<file path="config.mk">
export PLATFORM = sky130hd
export DESIGN_NAME = chs_div
export DESIGN_NICKNAME = d
export VERILOG_FILES = /design/src/rtl/chs_div.sv
export SDC_FILE = /design/constraint.sdc
export NUM_CORES = 2
export LEC_CHECK = 0
export ABC_CLOCK_PERIOD_IN_PS = 5450
export BUFFER_PORTS_ARGS = -buffer_cell sky130_fd_sc_hd__buf_2
export CORE_ASPECT_RATIO = 1.1
export CORE_MARGIN = 10
export CORE_UTILIZATION = 65
export DETAILED_ROUTE_END_ITERATION = 7
export GPL_TIMING_DRIVEN = 0
export PLACE_DENSITY = 0.82
export SLEW_MARGIN = 0
export SYNTH_ARGS = -nofsm -noshare
export SYNTH_HDL_FRONTEND = slang
export SYNTH_SLANG_ARGS = --single-unit
</file>
<file path="constraint.sdc">
create_clock -name clk -period 5.45 [get_ports clk]
set_input_delay 0.8175 -clock clk [delete_from_list [all_inputs] [get_ports clk]]
set_output_delay 0.8175 -clock clk [all_outputs]
set_load 0.01 [all_outputs]
</file>
<file path="src/rtl/chs_div.sv">
// Pipelined restoring divider, one quotient bit per stage.
// Carries a side word alongside each division. Depends on nothing.
`timescale 1ns / 1ps
`default_nettype none

module chs_div #(
	parameter int NW = 48,
	parameter int DW = 17,
	parameter int QW = 31,
	parameter int SW = 1
) (
	input  wire logic          clk,
	input  wire logic          arst_n,
	input  wire logic          en,
	input  wire logic          vld,
	input  wire logic [NW-1:0] num,
	input  wire logic [DW-1:0] den,
	input  wire logic [SW-1:0] aux,
	output logic               res_vld,
	output logic [QW-1:0]      quo,
	output logic [SW-1:0]      res_aux
);

	localparam int XW = DW + QW;

	logic [XW-1:0] rem_s [QW];
	logic [DW-1:0] d_s   [QW];
	logic [QW-1:0] q_s   [QW];
	logic [SW-1:0] aux_s [QW];
	logic          v_s   [QW];

	for (genvar k = 0; k < QW; k++) begin : g_st
		localparam int J = QW - 1 - k;
		logic [XW-1:0] rin;
		logic [DW-1:0] din;
		logic [QW-1:0] qin;
		logic [SW-1:0] ain;
		logic          vin;
		logic [XW-1:0] dsh;
		logic          ge;

		if (k == 0) begin : g_first
			assign rin = XW'(num);
			assign din = den;
			assign qin = '0;
			assign ain = aux;
			assign vin = vld;
		end else begin : g_next
			assign rin = rem_s[k-1];
			assign din = d_s[k-1];
			assign qin = q_s[k-1];
			assign ain = aux_s[k-1];
			assign vin = v_s[k-1];
		end

		assign dsh = XW'(din) << J;
		assign ge  = rin >= dsh;

		always_ff @(posedge clk or negedge arst_n) begin
			if (!arst_n) begin
				v_s[k] <= 1'b0;
			end else if (en) begin
				v_s[k] <= vin;
			end
		end

		always_ff @(posedge clk) begin
			if (en) begin
				rem_s[k] <= ge ? rin - dsh : rin;
				d_s[k]   <= din;
				q_s[k]   <= {qin[QW-2:0], ge};
				aux_s[k] <= ain;
			end
		end
	end

	assign res_vld = v_s[QW-1];
	assign quo     = q_s[QW-1];
	assign res_aux = aux_s[QW-1];

endmodule

`default_nettype wire

</file>
==> reports/metrics.csv <==
metric;value;unit
dr_wl_met2;131.7;mm
core-area;181400;sq um
ys_warn_count;0;
avgSynthCellArea;12.98;sq um
grt_pass1_vias;75260;
fin_crit;5289;ps
min_path_type;in -> reg;
post_cts_buffers;0;
drc;0;
wirelength;259.7;mm
port_buffers;102;
syn_to_final_growth;10.68;%
globalplace.congestion;0.9759;
htreeDepth;5;
cp.arrival;5870;ps
drv_slew;0;
numCtsBuffers;274;
initialDrtViolationCount;7286;
rows;164;
async_flop_share;1.236;%
power;63600;uW
maxCapViolations;0;
first_pass_iters;7;
overflow;0;
via_count;74840;
seq_area_frac_synth;63.53;%
ir_drop;0.4440;mV
crit_type;reg -> reg;
vias_per_cell;6.175;
hold_viol;0;
cts_max_path_buffers;4;
die_x;426.8;microns
hpwl;184.6;mm
crit_path_end_kind;register;
grt_antenna_before_repair;5;
die_h;467.5;microns
critical-path-slowest-cell;o221ai_1;
drt-met1-wl;99.75;mm
crit_required;6040;ps
synth_nets;9744;
rsz0062_at_grt;false;
power_leakage;0.04847;uW
syn_inst;9117;
synth.most_common_cell;edfxtp_1;
grt_usage;25.68;%
ctsResizeCount;0;
post_drt_wl_per_cell;21.42;microns
ioPinCount;103;
period_share;97.04;%
ys.flop_type;edfxtp_1;
synth_seq_cells;2508;
grt_start_max_net_pins;196;
top_layer_used;met5;
cts_tree;done;
relSlewSlack;1.235;%
startpoint_type;register;
cts_hold_buf;19;
design.die.area;199500;sq um
root_buffer;clkbuf_16;
finalClockSkew;80.23;ps
layout-drive-gt1-share;7.878;%
max_freq;189.1;MHz
clk_pin_slew;60;ps
clock-sinks;2508;
final_util;72.19;%
synth_edf_count;2477;
syn_area;118300;sq um
initial_utilization;65.22;%
layout.nets;10160;
clkLatencyLatePin;950;ps
grt_pass1_wl;406.0;mm
synth_cell_types;108;
wl_met3;16.42;mm
synth_largest_area_cell;edfxtp_1;
yosysTopAreaCellShare;62.87;%
synth_common_cells;edfxtp_1 (2477), inv_1 (690), nand2_1 (606);
critPathMostFrequentCell;clkbuf_1;
power_density;485.7;nW/um^2
detail-route-antenna-nets;0;
netlist_top_cells_area;edfxtp_1 (63%), ha_1 (5.6%), xnor2_1 (3.3%);
worst-path-max-fanout;10;
status;finished, final reports clean;
crit_chain;nor4_1 -> nand4_1 -> o21ai_0 -> a311oi_1 -> o221ai_1 -> clkbuf_1 -> clkbuf_1 -> a21oi_1;
worst_slew_pin_slew;1481;ps
setup_viol;0;
cpPeakStageDelay;1180;ps
## where the power goes
| part | switching (uW) | total [uW] | internal, uW |
|---|---|---|---|
| combinational | 10400 | 17900 | 7510 |
| sequential | 2280 | 28000 | 25700 |
| clock | 7250 | 17800 | 10500 |
| total | 19900 | 63600 | 43700 |
## routing by layer
layer | vias to the layer above | global-route usage [%]
met4 | 4 | 11.02
met2 | 2862 | 45.16
met5 | - | 0
met1 | 36400 | 31.31
li1 | 34890 | -
met3 | 687 | 4.113
## layout make-up
| class | instances | area (sq um) |
|---|---|---|
| plain buffers | 161 | 651.9 |
| well taps | 2407 | 3012 |
| fillers | 11770 | 50450 |
| repair buffers | 136 | 1129 |
| diodes | 3 | 7.507 |
| inverters | 690 | 2590 |
| clock buffers | 326 | 7242 |
| flip-flops and latches | 2508 | 75160 |
| multi-input cells | 5758 | 39920 |
| clock inverters | 131 | 1234 |
## flip-flops by register name (all words and copies together), names as in the netlist
register / cells
aux_s: 31
d_s: 510
g_st.vin: 30
q_s: 496
rem_s: 1440
res_vld: 1
## logic make-up after synthesis
| logic type | share of synthesized area (%) |
|---|---|
| adders and majority gates | 6.081 |
| xor gates and xnor gates | 6.233 |
| muxes | 1.533 |
| and+or+nand+nor | 10.79 |
| DFF | 63.53 |
| AOI/OAI and AO/OA | 9.092 |
| buffers and inverters | 2.740 |
## cells in the final DEF (no fill, tap or decap), types with 167 or more instances in the layout
cell type  netlist  final
xnor2_1        445    445
nand2_1        606    606
xor2_1         397    397
o21ai_0        482    482
inv_1          690    690
nor2_1         550    550
clkbuf_16        0    282
ha_1           527    527
a21o_1         191    191
edfxtp_1      2477   2477
nor3_1         222    222
a21oi_1        505    505
clkbuf_1       125    167
nor4_1         206    206
## path summary, 6_finish.rpt
kind / start / to / slack (ps) / depth (start not counted)
worst max-delay path: rem_s[0][22]$_DFFE_PP_ / rem_s[0][91]$_DFFE_PP_ / 160 / 8
worst min-delay path: den[4] / d_s[0][4]$_DFFE_PP_ / 70 / 1
worst max register to register: rem_s[0][22]$_DFFE_PP_ / rem_s[0][91]$_DFFE_PP_ / 160 / 8
worst min register to register: q_s[27][6]$_DFFE_PP_ / q_s[28][7]$_DFFE_PP_ / 400 / 0
max in group asynchronous: arst_n / g_st[9].vin$_DFFE_PN0P_ / 4520 / 2
min in group asynchronous: arst_n / res_vld$_DFFE_PN0P_ / 500 / 2
## metrics by stage
| step | std cells | hold WS [ps] | TNS [ps] | setup WS, ps | area [sq um] |
|---|---|---|---|---|---|
| detailed placement | 11640 | 404.5 | -28480 | -196.3 | 122300 |
| global route | 12120 | 30.41 | 0 | 265.4 | 130900 |
| global placement | 11630 | 400.6 | - | -35200 | 121800 |
| finish | 12120 | 70.23 | 0 | 161.4 | 130900 |
| CTS | 12120 | 0.08460 | 0 | 426.5 | 130900 |
| floorplan | 9117 | 400.3 | 0 | 1913 | 118300 |
## critical path: cells and delay by family, from the launching register on
family,cells,cell delay (ps)
AOI/OAI and AO/OA,4,2460
buffers and inverters,2,1250
DFF,1,410
and+or+nand+nor,2,780
(Power assumes the default switching activity.)
