File: config.mk
export PLATFORM = sky130hd
export DESIGN_NAME = chs_poly_step
export DESIGN_NICKNAME = d
export VERILOG_FILES = /design/src/rtl/chs_pkg.sv /design/src/rtl/chs_poly_step.sv
export SDC_FILE = /design/constraint.sdc
export NUM_CORES = 2
export LEC_CHECK = 0
export BUFFER_PORTS_ARGS = -buffer_cell sky130_fd_sc_hd__buf_2
export CAP_MARGIN = 15
export CORE_AREA = 3 3 260 262
export DETAILED_ROUTE_END_ITERATION = 8
export DIE_AREA = 0 0 263 265
export PLACE_DENSITY = 0.8
export REMOVE_ABC_BUFFERS = 1
export SYNTH_ARGS = -nofsm -noshare
export SYNTH_HDL_FRONTEND = slang
export SYNTH_SLANG_ARGS = --single-unit
File: constraint.sdc
create_clock -name clk -period 3.5 [get_ports clk]
set_clock_uncertainty 0.1 [all_clocks]
set_input_delay 0 -clock clk [delete_from_list [all_inputs] [get_ports clk]]
set_output_delay 0 -clock clk [all_outputs]
set_load 0.03 [all_outputs]
File: src/rtl/chs_pkg.sv
// Shared constants for the cosine hemisphere sampler pipeline.
// Fixed point format, angle and density scale factors, series divisors.
// No dependencies.
`timescale 1ns / 1ps
`default_nettype none

package chs_pkg;

	localparam int IN_FRAC_BITS  = 16;
	localparam int DIR_FRAC_BITS = 14;

	localparam int Q = 30;
	localparam logic [30:0] ONE_Q = 31'h4000_0000;
	localparam logic [29:0] PI4_Q30 = 30'd843314857;
	localparam logic [28:0] INV_PI_Q30 = 29'd341782638;

	localparam int N_COS = 5;
	localparam int N_SIN = 4;
	localparam int COS_K [N_COS] = '{90, 56, 30, 12, 2};
	localparam int SIN_K [N_SIN] = '{72, 42, 20, 6};

endpackage

`default_nettype wire

File: src/rtl/chs_poly_step.sv
// One Horner step of the sine and cosine series: t' = 1 - ((a2 * t) >> Q) / K.
// Three stages: product, reciprocal multiply, correct and subtract. Uses chs_pkg.
`timescale 1ns / 1ps
`default_nettype none

module chs_poly_step #(
	parameter int K  = 2,
	parameter int SW = 1
) (
	input  wire logic          clk,
	input  wire logic          arst_n,
	input  wire logic          en,
	input  wire logic          vld,
	input  wire logic [29:0]   a2,
	input  wire logic [30:0]   t,
	input  wire logic [SW-1:0] aux,
	output logic               res_vld,
	output logic [29:0]        res_a2,
	output logic [30:0]        res_t,
	output logic [SW-1:0]      res_aux
);

	localparam logic [31:0] RECIP = 32'((64'd1 << 32) / K);

	logic [60:0]   prod;
	logic [62:0]   pr;
	logic [30:0]   qk;
	logic [30:0]   rm;
	logic [30:0]   qc;

	logic [30:0]   p_s1, p_s2;
	logic [30:0]   q0_s2;
	logic [30:0]   t_s3;
	logic [29:0]   a2_s1, a2_s2, a2_s3;
	logic [SW-1:0] aux_s1, aux_s2, aux_s3;
	logic          v_s1, v_s2, v_s3;

	assign prod = 61'(a2) * 61'(t);
	assign pr   = 63'(p_s1) * 63'(RECIP);
	assign qk   = 31'(q0_s2) * 31'(K);
	assign rm   = p_s2 - qk;
	assign qc   = (rm >= 31'(K)) ? q0_s2 + 31'd1 : q0_s2;

	always_ff @(posedge clk or negedge arst_n) begin
		if (!arst_n) begin
			v_s1 <= 1'b0;
			v_s2 <= 1'b0;
			v_s3 <= 1'b0;
		end else if (en) begin
			v_s1 <= vld;
			v_s2 <= v_s1;
			v_s3 <= v_s2;
		end
	end

	always_ff @(posedge clk) begin
		if (en) begin
			p_s1   <= prod[60:30];
			a2_s1  <= a2;
			aux_s1 <= aux;
			p_s2   <= p_s1;
			q0_s2  <= pr[62:32];
			a2_s2  <= a2_s1;
			aux_s2 <= aux_s1;
			t_s3   <= chs_pkg::ONE_Q - qc;
			a2_s3  <= a2_s2;
			aux_s3 <= aux_s2;
		end
	end

	assign res_vld = v_s3;
	assign res_a2  = a2_s3;
	assign res_t   = t_s3;
	assign res_aux = aux_s3;

endmodule

`default_nettype wire

==> results.ini <==
[setup_path]
cp_data_arrival_time_ns=6.99
timing.critical_path.mode_cell=fa_1
reg2reg_depth=8
start_kind=primary input
required_ns=3.59
r2r-start=p_s2[5]
r2r-end=res_t[27]
crit_type=primary input to register
r2r_setup_slack_ns=0.56
crit_path_end_kind=register
slowest_stage=fa_1
path_max_fanout=15
slowest_delay_ns=0.54

[finish]
final_nets=4967
final_cell_mix=inv_1, fa_1, and2_1
drive_gt1_frac=0.1772
fin_util=0.6355
mostFrequentLayoutCell=inv_1
syn_to_final_growth_pct=16.46

[route]
firstDrtPassIters=6
viasPerCell=5.425
vias=25648
wire_per_inst_um=19.56
drc=0
first_iter_violations=1892
drtAntennaViolNets=0
wirelength_um=92490

[synthesis]
synth_edf_count=184
synth_area_leaders=fa_1, edfxtp_1, and2_1
synth_area_per_cell_um2=10.19
ys_ff_latch=187
syn_inst=3515
synth_top_area_frac=0.4511
yosysSeqAreaShare=0.1564
ys_warn_count=0
synth_area_um2=35810
synth_largest_area_cell=fa_1
ys_async_sr_fraction=0.01604
synth.distinct_cells=63
synth_ff_type=edfxtp_1

[global_route]
gr-total-overflow=0
track_usage=0.2702
grt_pass1_vias=28361
antenna_found_initial=7
grt_pass1_wl_um=148100
grt_max_degree=120

[timing]
fin_crit_ns=6.901
setup_violations=30
hold-worst-slack_ns=0.04514
fin_ws_ns=-3.401
finalHoldViolCount=0
rsz0062_at_grt=yes
tightest_slew_ns=0.9673
period_share=1.972
slew_headroom=0.3551
maxSlewViolCount=0
timing.fmax_mhz=144.9

[min_path]
min_from=a2[0]
hold_class=primary input to register
worstHoldPathCells=2
whs_endpoint=a2_s1[0]

[floorplanning]
std_cell_rows=94
initial_utilization=0.5457
die_x_um=263
chipHeight_um=265
core_um2=65630
die_area_um2=69700
num_io_pins=129

[placement]
io_buffers=128
gp_congestion=0.9249
dp_hpwl_um=74290

[clock_tree]
clock_path_buffers=2
clk_latency_ns=0.46
clkTransAtPathRegs_ns=0.08
htreeDepth=4
numCtsBuffers=17
cts_tree=built
cts_root_buf=clkbuf_16
cts.sinks=187

[flow_run]
maxCapViolations=0

[status]
violations=negative setup slack
status=complete, but fails checks

==> sequential cells by signal, summed over array words and instances, names as in the netlist <==
| register | flops |
|---|---|
| res_a2 | 30 |
| aux_s2 | 1 |
| res_aux | 1 |
| a2_s2 | 30 |
| res_vld | 1 |
| a2_s1 | 30 |
| p_s2 | 30 |
| res_t | 31 |
| v_s1 | 1 |
| v_s2 | 1 |
| aux_s1 | 1 |
| p_s1 | 30 |
==> area by class of cell <==
class | instances | area (um^2)
antenna | 4 | 10.01
sequential | 187 | 5600
inverter | 807 | 3029
multi-input combinational | 2334 | 27170
tap | 864 | 1081
clock buffer | 17 | 425.4
timing repair buffer | 500 | 4190
clock inverter | 15 | 200.2
fill | 4820 | 23920
==> cell families after synthesis <==
logic type,Yosys count,share of synthesized area
AND/OR/NAND/NOR,1083,0.1598
adder cells (fa/ha/maj),1054,0.5374
flip-flops,187,0.1564
AO/OA/AOI/OAI,136,0.02704
XOR/XNOR,58,0.01418
buffers and inverters,994,0.1042
multiplexers,3,0.0009433
==> cells in the mapped netlist (3+ instances only) <==
cell type and instances:
fa_1 807, inv_1 807, and2_1 546, nand2_1 415, ha_1 247, clkbuf_1 187, edfxtp_1 184, a21oi_1 42
xnor2_1 37, a21o_1 27, nor2_1 26, xor2_1 21, nor3_1 18, nand3_1 17, o21ai_0 13, nand4_1 11
and3_1 7, a211oi_1 6, and4_1 6, nor4_1 6, o211a_1 5, nor2b_1 4, o21bai_1 4, a2111oi_0 3
a21boi_0 3, a31oi_1 3, dfrtp_1 3, mux2_2 3, nand2b_1 3, nor3b_1 3, o2111ai_1 3, or2_2 3
or4_1 3, or4_4 3
==> metrics by stage <==
step	instance area, um^2	setup TNS [ns]	cells	setup WS [ns]
2_1_floorplan	35110	-85.94	3328	-3.401
3_3_place_gp	39340	-107.83	4626	-3.932
3_5_place_dp	39340	-110.62	4626	-4.070
4_1_cts	41100	-88.63	4704	-3.348
5_1_grt	41700	-97.11	4725	-3.623
6_report	41710	-91.40	4728	-3.401
==> routing by layer <==
layer  vias to the layer above  routed length [um]  GRT usage  share of wire
met4                         0                3567    0.09611          0.039
met5                         -                   0          0              0
met3                       265                6642    0.04177          0.072
met2                      1158               47980     0.4802           0.52
met1                     13206               34300     0.3371           0.37
li1                      11019                   -          -              -
==> critical path: cells and delay by family <==
family | cells | cell delay (ns)
compound gates | 6 | 1.76
fa+ha+maj | 9 | 4.20
buf+inv | 6 | 0.59
simple gates | 4 | 0.42
==> how the worst max path moves through the flow <==
stage,start,end,slack (ns),cells after the start
finish,a2[14],p_s1[30],-3.40,25
global route,t[11],p_s1[25],-3.62,27
CTS,t[12],p_s1[30],-3.35,25
detailed placement,a2[8],p_s1[30],-4.07,24
global placement,a2[8],p_s1[30],-3.93,24
floorplan,a2[6],p_s1[30],-3.40,23
==> what timing repair did <==
action,4_1_cts,5_1_grt
gates resized for setup,176,120
gates cloned,2,2
endpoints found under the setup margin,30,30
setup buffers,22,22
hold buffers,22,0
endpoints found under the hold margin,23,0
pin swaps,68,91
Power is left out: the tool's default activity adds up to more than one toggle a clock period on the data nets, which glitch-free logic cannot reach.
