--- src/rtl/chs_sqrt.sv ---
// Pipelined integer square root, one root bit per stage (floor result).
// Carries a side word alongside each radicand. Depends on nothing.
`timescale 1ns / 1ps
`default_nettype none

module chs_sqrt #(
	parameter int B  = 30,
	parameter int SW = 1
) (
	input  wire logic           clk,
	input  wire logic           arst_n,
	input  wire logic           en,
	input  wire logic           vld,
	input  wire logic [2*B-1:0] rad,
	input  wire logic [SW-1:0]  aux,
	output logic                res_vld,
	output logic [B-1:0]        root,
	output logic [SW-1:0]       res_aux
);

	logic [B+1:0]   rem_s [B];
	logic [B-1:0]   q_s   [B];
	logic [2*B-1:0] r_s   [B];
	logic [SW-1:0]  aux_s [B];
	logic           v_s   [B];

	for (genvar k = 0; k < B; k++) begin : g_st
		logic [B+1:0]   rin;
		logic [B-1:0]   qin;
		logic [2*B-1:0] radin;
		logic [SW-1:0]  ain;
		logic           vin;
		logic [B+1:0]   remn;
		logic [B+1:0]   trial;
		logic           ge;

		if (k == 0) begin : g_first
			assign rin   = '0;
			assign qin   = '0;
			assign radin = rad;
			assign ain   = aux;
			assign vin   = vld;
		end else begin : g_next
			assign rin   = rem_s[k-1];
			assign qin   = q_s[k-1];
			assign radin = r_s[k-1];
			assign ain   = aux_s[k-1];
			assign vin   = v_s[k-1];
		end

		assign remn  = {rin[B-1:0], radin[2*B-1:2*B-2]};
		assign trial = {qin, 2'b01};
		assign ge    = remn >= trial;

		always_ff @(posedge clk or negedge arst_n) begin
			if (!arst_n) begin
				v_s[k] <= 1'b0;
			end else if (en) begin
				v_s[k] <= vin;
			end
		end

		always_ff @(posedge clk) begin
			if (en) begin
				rem_s[k] <= ge ? remn - trial : remn;
				q_s[k]   <= {qin[B-2:0], ge};
				r_s[k]   <= {radin[2*B-3:0], 2'b00};
				aux_s[k] <= ain;
			end
		end
	end

	assign res_vld = v_s[B-1];
	assign root    = q_s[B-1];
	assign res_aux = aux_s[B-1];

endmodule

`default_nettype wire

--- config.mk ---
export PLATFORM = sky130hd
export DESIGN_NAME = chs_sqrt
export DESIGN_NICKNAME = d
export VERILOG_FILES = /design/src/rtl/chs_sqrt.sv
export SDC_FILE = /design/constraint.sdc
export NUM_CORES = 2
export LEC_CHECK = 0
export BUFFER_PORTS_ARGS = -buffer_cell sky130_fd_sc_hd__buf_2
export CAP_MARGIN = 10
export CORE_ASPECT_RATIO = 0.6
export CORE_MARGIN = 5
export CORE_UTILIZATION = 43
export CTS_CLUSTER_SIZE = 12
export DETAILED_ROUTE_END_ITERATION = 10
export GPL_ROUTABILITY_DRIVEN = 0
export RECOVER_POWER = 50
export SYNTH_ARGS = -nofsm -noshare
export SYNTH_HDL_FRONTEND = slang
export SYNTH_SLANG_ARGS = --single-unit
export TNS_END_PERCENT = 30
--- constraint.sdc ---
create_clock -name clk -period 4.45 [get_ports clk]
set_input_delay 0.89 -clock clk [delete_from_list [all_inputs] [get_ports clk]]
set_output_delay 0.89 -clock clk [all_outputs]
set_load 0.01 [all_outputs]
==> impl_summary.txt <==
----------------------------------------------------
[Final layout]
  Fill cell instance count of the final layout ... 20500
  Finished Core Util ... 48.0%
  # nets final ... 8570
  Relative area change from synthesis to final layout ... 11.2%
  Fraction of final layout cells sized beyond drive strength 1 ... 7.75%
  Sequential Area ... 66600 um2
  Total area of multi-input combinational cells ... 32400 um2
  Count of antenna diodes in the layout ... 0

[STA]
  Endpoints failing hold ... 0
  Worst Slack Setup Final ... 144 ps
  Crit path time final ... 4310 ps
  Final Slew Violations ... between 100 and 150
  Max_slew headroom ... -163%
  Highest clock rate ... 232 MHz
  Final Setup Violations ... 0
  Period utilization ... 96.8%
  Worst clock skew on the final layout ... 74.3 ps
  Worst hold slack after final layout ... 212 ps
  Sum of negative setup slack ... 0 ps
  Tightest Pin Transition ... 3950 ps
  Unrepaired setup endpoints after global routing ... false

[Floorplanning]
  Top-level port count ... 97
  Horizontal extent of the die ... 638 um
  Initial core utilization ... 43.2%
  Vert. Die Dim ... 387 um
  Number of core rows ... 138
  Core outline area ... 236000 um2
  DIE AREA ... 247000 um2

[Clock network]
  Clock insertion delay at the later pin of the skew report ... between 800 and 900 ps
  Num CTS Buffers ... 224
  Library cell used as clock root buffer ... sky130_fd_sc_hd__clkbuf_16
  CTS H-Tree Depth ... 4
  Count of buffers added by post-CTS timing repair for setup ... 0
  Number of buffers between clock root and the deepest sink ... 4
  Clock transition at the register clock pins on the worst setup and hold paths after CTS ... around 60 ps
  # clock sinks ... 2223
  CTS tree ... yes

[Setup path]
  Critical path launch point ... rem_s[5][3]$_DFFE_PP_
  Worst EP arrival ... between 4000 and 5000 ps
  Critical path startpoint category ... flop
  Endpoint required time on the critical path ... 5010 ps
  Origin of the critical flop-to-flop path ... rem_s[5][3]$_DFFE_PP_
  Maximum fanout count along the critical path ... 26
  Type of destination of the critical path ... flop
  Critical path class ... reg2reg

[Synth]
  Most common cell in the netlist ... sky130_fd_sc_hd__edfxtp_1
  Post-synthesis instance area ... 102000 um2
  Post-synth top area share ... 64.7%
  Syn Nets ... 8264
  Largest area contributor in the synthesized netlist ... sky130_fd_sc_hd__edfxtp_1
  Ranking of synthesized cells by instance count ... sky130_fd_sc_hd__edfxtp_1, sky130_fd_sc_hd__inv_1, sky130_fd_sc_hd__ha_1
  Synth area leaders ... sky130_fd_sc_hd__edfxtp_1, sky130_fd_sc_hd__ha_1, sky130_fd_sc_hd__xnor2_1, sky130_fd_sc_hd__xor2_1, sky130_fd_sc_hd__inv_1
  Number of synthesis warnings ... 0
  Synth Register Bits ... 2223
  Average cell area after synthesis ... 13.2 um2
  Most common flop cell mapped by yosys ... sky130_fd_sc_hd__edfxtp_1
  Distinct cells, synth ... between 70 and 80
  Async set-reset flop share out of synthesis ... between 1 and 1.5%
  Cells after Synth ... around 7700
  Portion of the post-synthesis area used by sequential elements ... around 65%
  Count of flip-flops with a built-in enable after synthesis ... 2193

[Route]
  Starting DRT DRC Count ... 6147
  Drc violations ... 0
  Post-DR vias/cell ... 5.43
  Total number of vias ... around 61000
  First drt pass iteration count ... 8
  Overall routed net length ... 215000 um
  Antenna-violating nets left ... 0
  Routed wire length per instance ... 19.1 um

[Pwr]
  Static leakage ... between 40 and 50 nW
  Max rail drop VDD ... between 300 and 400 uV
  Power per standard cell area ... 504 nW/um2

[Place]
  Input/output buffers ... 96
  Post-DP HPWL ... 155000 um
  Setup slack at placement ... 241 ps

[Worst hold path]
  Start point of the worst min-delay path ... rad[19]
  Hold crit path type ... in2reg

[GRT]
  Global-route usage over all layers ... 17.0%
  Maximum number of pins on one net before global-route repair ... 126
  Via count of the first global-routing pass ... 58100
  Global-route wire length before repair ... roughly 340000 um
  GRT overflow ... 0
  Initial antenna violation count ... 6

[Run status]
  Result of the run ... finished with violations
  Violations in the final reports ... max-capacitance violations, max-slew violations

[Job]
  Max-capacitance violation count ... 2

----------------------------------------------------
## state kept, by name, indices dropped and copies added (netlist names)
signal,cells
res_vld,1
g_st.vin,29
q_s,465
rem_s,828
aux_s,30
r_s,870
## worst max-delay path, stage by stage, from the launching register on
cell and delay, ps:
sky130_fd_sc_hd__edfxtp_1 400, sky130_fd_sc_hd__ha_1 390, sky130_fd_sc_hd__and2_1 210, sky130_fd_sc_hd__a31o_2 220, sky130_fd_sc_hd__a31o_2 240, sky130_fd_sc_hd__o21ai_0 470
sky130_fd_sc_hd__o211ai_1 370, sky130_fd_sc_hd__a21o_1 300, sky130_fd_sc_hd__or4b_2 830, sky130_fd_sc_hd__buf_4 310, sky130_fd_sc_hd__mux2_2 300
## routing by layer
| metal | global-route usage [%] | vias up | part of all wire, % | wire length, um |
|---|---|---|---|---|
| li1 | - | 29000 | - | - |
| met1 | 28.0 | 29800 | 51 | 110000 |
| met2 | 22.7 | 1995 | 39 | 83900 |
| met3 | 3.46 | 310 | 8.0 | 17300 |
| met4 | 3.59 | 0 | 2.0 | 4320 |
| met5 | 0 | - | 0 | 0 |
## cells in the final DEF (no fill, tap or decap), types with 30 or more instances in the layout
master | synthesis | routed
sky130_fd_sc_hd__clkbuf_1 | 114 | 80
sky130_fd_sc_hd__or2_2 | 32 | 32
sky130_fd_sc_hd__nand3_1 | 95 | 94
sky130_fd_sc_hd__o21ai_0 | 397 | 397
sky130_fd_sc_hd__nor4_1 | 89 | 87
sky130_fd_sc_hd__a211oi_1 | 40 | 39
sky130_fd_sc_hd__o21a_1 | 88 | 88
sky130_fd_sc_hd__nand2_1 | 489 | 489
sky130_fd_sc_hd__edfxtp_1 | 2193 | 2193
sky130_fd_sc_hd__xnor2_1 | 351 | 351
sky130_fd_sc_hd__nor2_1 | 474 | 474
sky130_fd_sc_hd__a21o_1 | 210 | 210
sky130_fd_sc_hd__ha_1 | 497 | 497
sky130_fd_sc_hd__dfrtp_1 | 30 | 30
sky130_fd_sc_hd__or3_1 | 92 | 92
sky130_fd_sc_hd__nand4_1 | 92 | 92
sky130_fd_sc_hd__inv_1 | 630 | 630
sky130_fd_sc_hd__buf_2 | 5 | 84
sky130_fd_sc_hd__o21bai_1 | 52 | 52
sky130_fd_sc_hd__or4_1 | 53 | 53
sky130_fd_sc_hd__clkbuf_16 | 0 | 227
sky130_fd_sc_hd__a21oi_1 | 470 | 466
sky130_fd_sc_hd__buf_4 | 0 | 68
sky130_fd_sc_hd__nand2b_1 | 89 | 89
sky130_fd_sc_hd__a31oi_1 | 34 | 34
sky130_fd_sc_hd__mux2_2 | 125 | 125
sky130_fd_sc_hd__xor2_1 | 337 | 337
sky130_fd_sc_hd__nor2b_1 | 84 | 84
sky130_fd_sc_hd__nor3_1 | 173 | 172
sky130_fd_sc_hd__o31ai_1 | 42 | 42
## logic make-up after synthesis
logic type / count (synthesis) / synth area share (%)
AOI/OAI and AO/OA: 1527 / 9.30
xor gates and xnor gates: 688 / 5.92
adders and majority gates: 497 / 6.11
buffers and inverters: 766 / 2.83
DFF: 2223 / 65.4
muxes: 130 / 1.43
other: 1 / 0.00368
and+or+nand+nor: 1870 / 8.98
## power by group
part	internal, mW	switching [mW]	leakage (nW)
clock	9.36	7.57	3.03
combinational	5.11	6.77	18.8
sequential	26.5	1.70	21.5
## worst paths after layout
kind | end | slack (ps) | cells after the start
setup / recovery | rem_s[5][36]$_DFFE_PP_ | 140 | 10
hold / removal | r_s[0][19]$_DFFE_PP_ | 210 | 1
min in group asynchronous | g_st[28].vin$_DFFE_PN0P_ | 400 | 1
setup reg to reg | rem_s[5][36]$_DFFE_PP_ | 140 | 10
max in group asynchronous | g_st[6].vin$_DFFE_PN0P_ | 3110 | 1
hold reg to reg | r_s[0][561]$_DFFE_PP_ | 360 | 0
## per-stage QoR
step | area (um2) | total power [mW] | instances
final | 113000 | 57.0 | 11300
after global routing | 113000 | 60.1 | 11300
after CTS | 113000 | 57.5 | 11300
after detailed placement | 107000 | 40.3 | 10900
after global placement | 107000 | 39.9 | 10900
after floorplan | 102000 | 36.5 | 7702
## what timing repair did
| action | 4_1_cts | 5_1_grt |
|---|---|---|
| resized for setup | 0 | 1 |
| setup endpoints to repair | 0 | 2 |
| hold buffers | 0 | 0 |
## layout make-up
cell class                 count  share of cell area, %
clock buffer                 282                   5.20
multi-input combinational   4713                   28.6
timing repair buffer         214                   1.44
inverter                     632                   2.10
tap                         3150                   3.48
clock inverter                50                  0.308
sequential                  2223                   58.8
No activity file was read; power rests on OpenSTA's default activity.
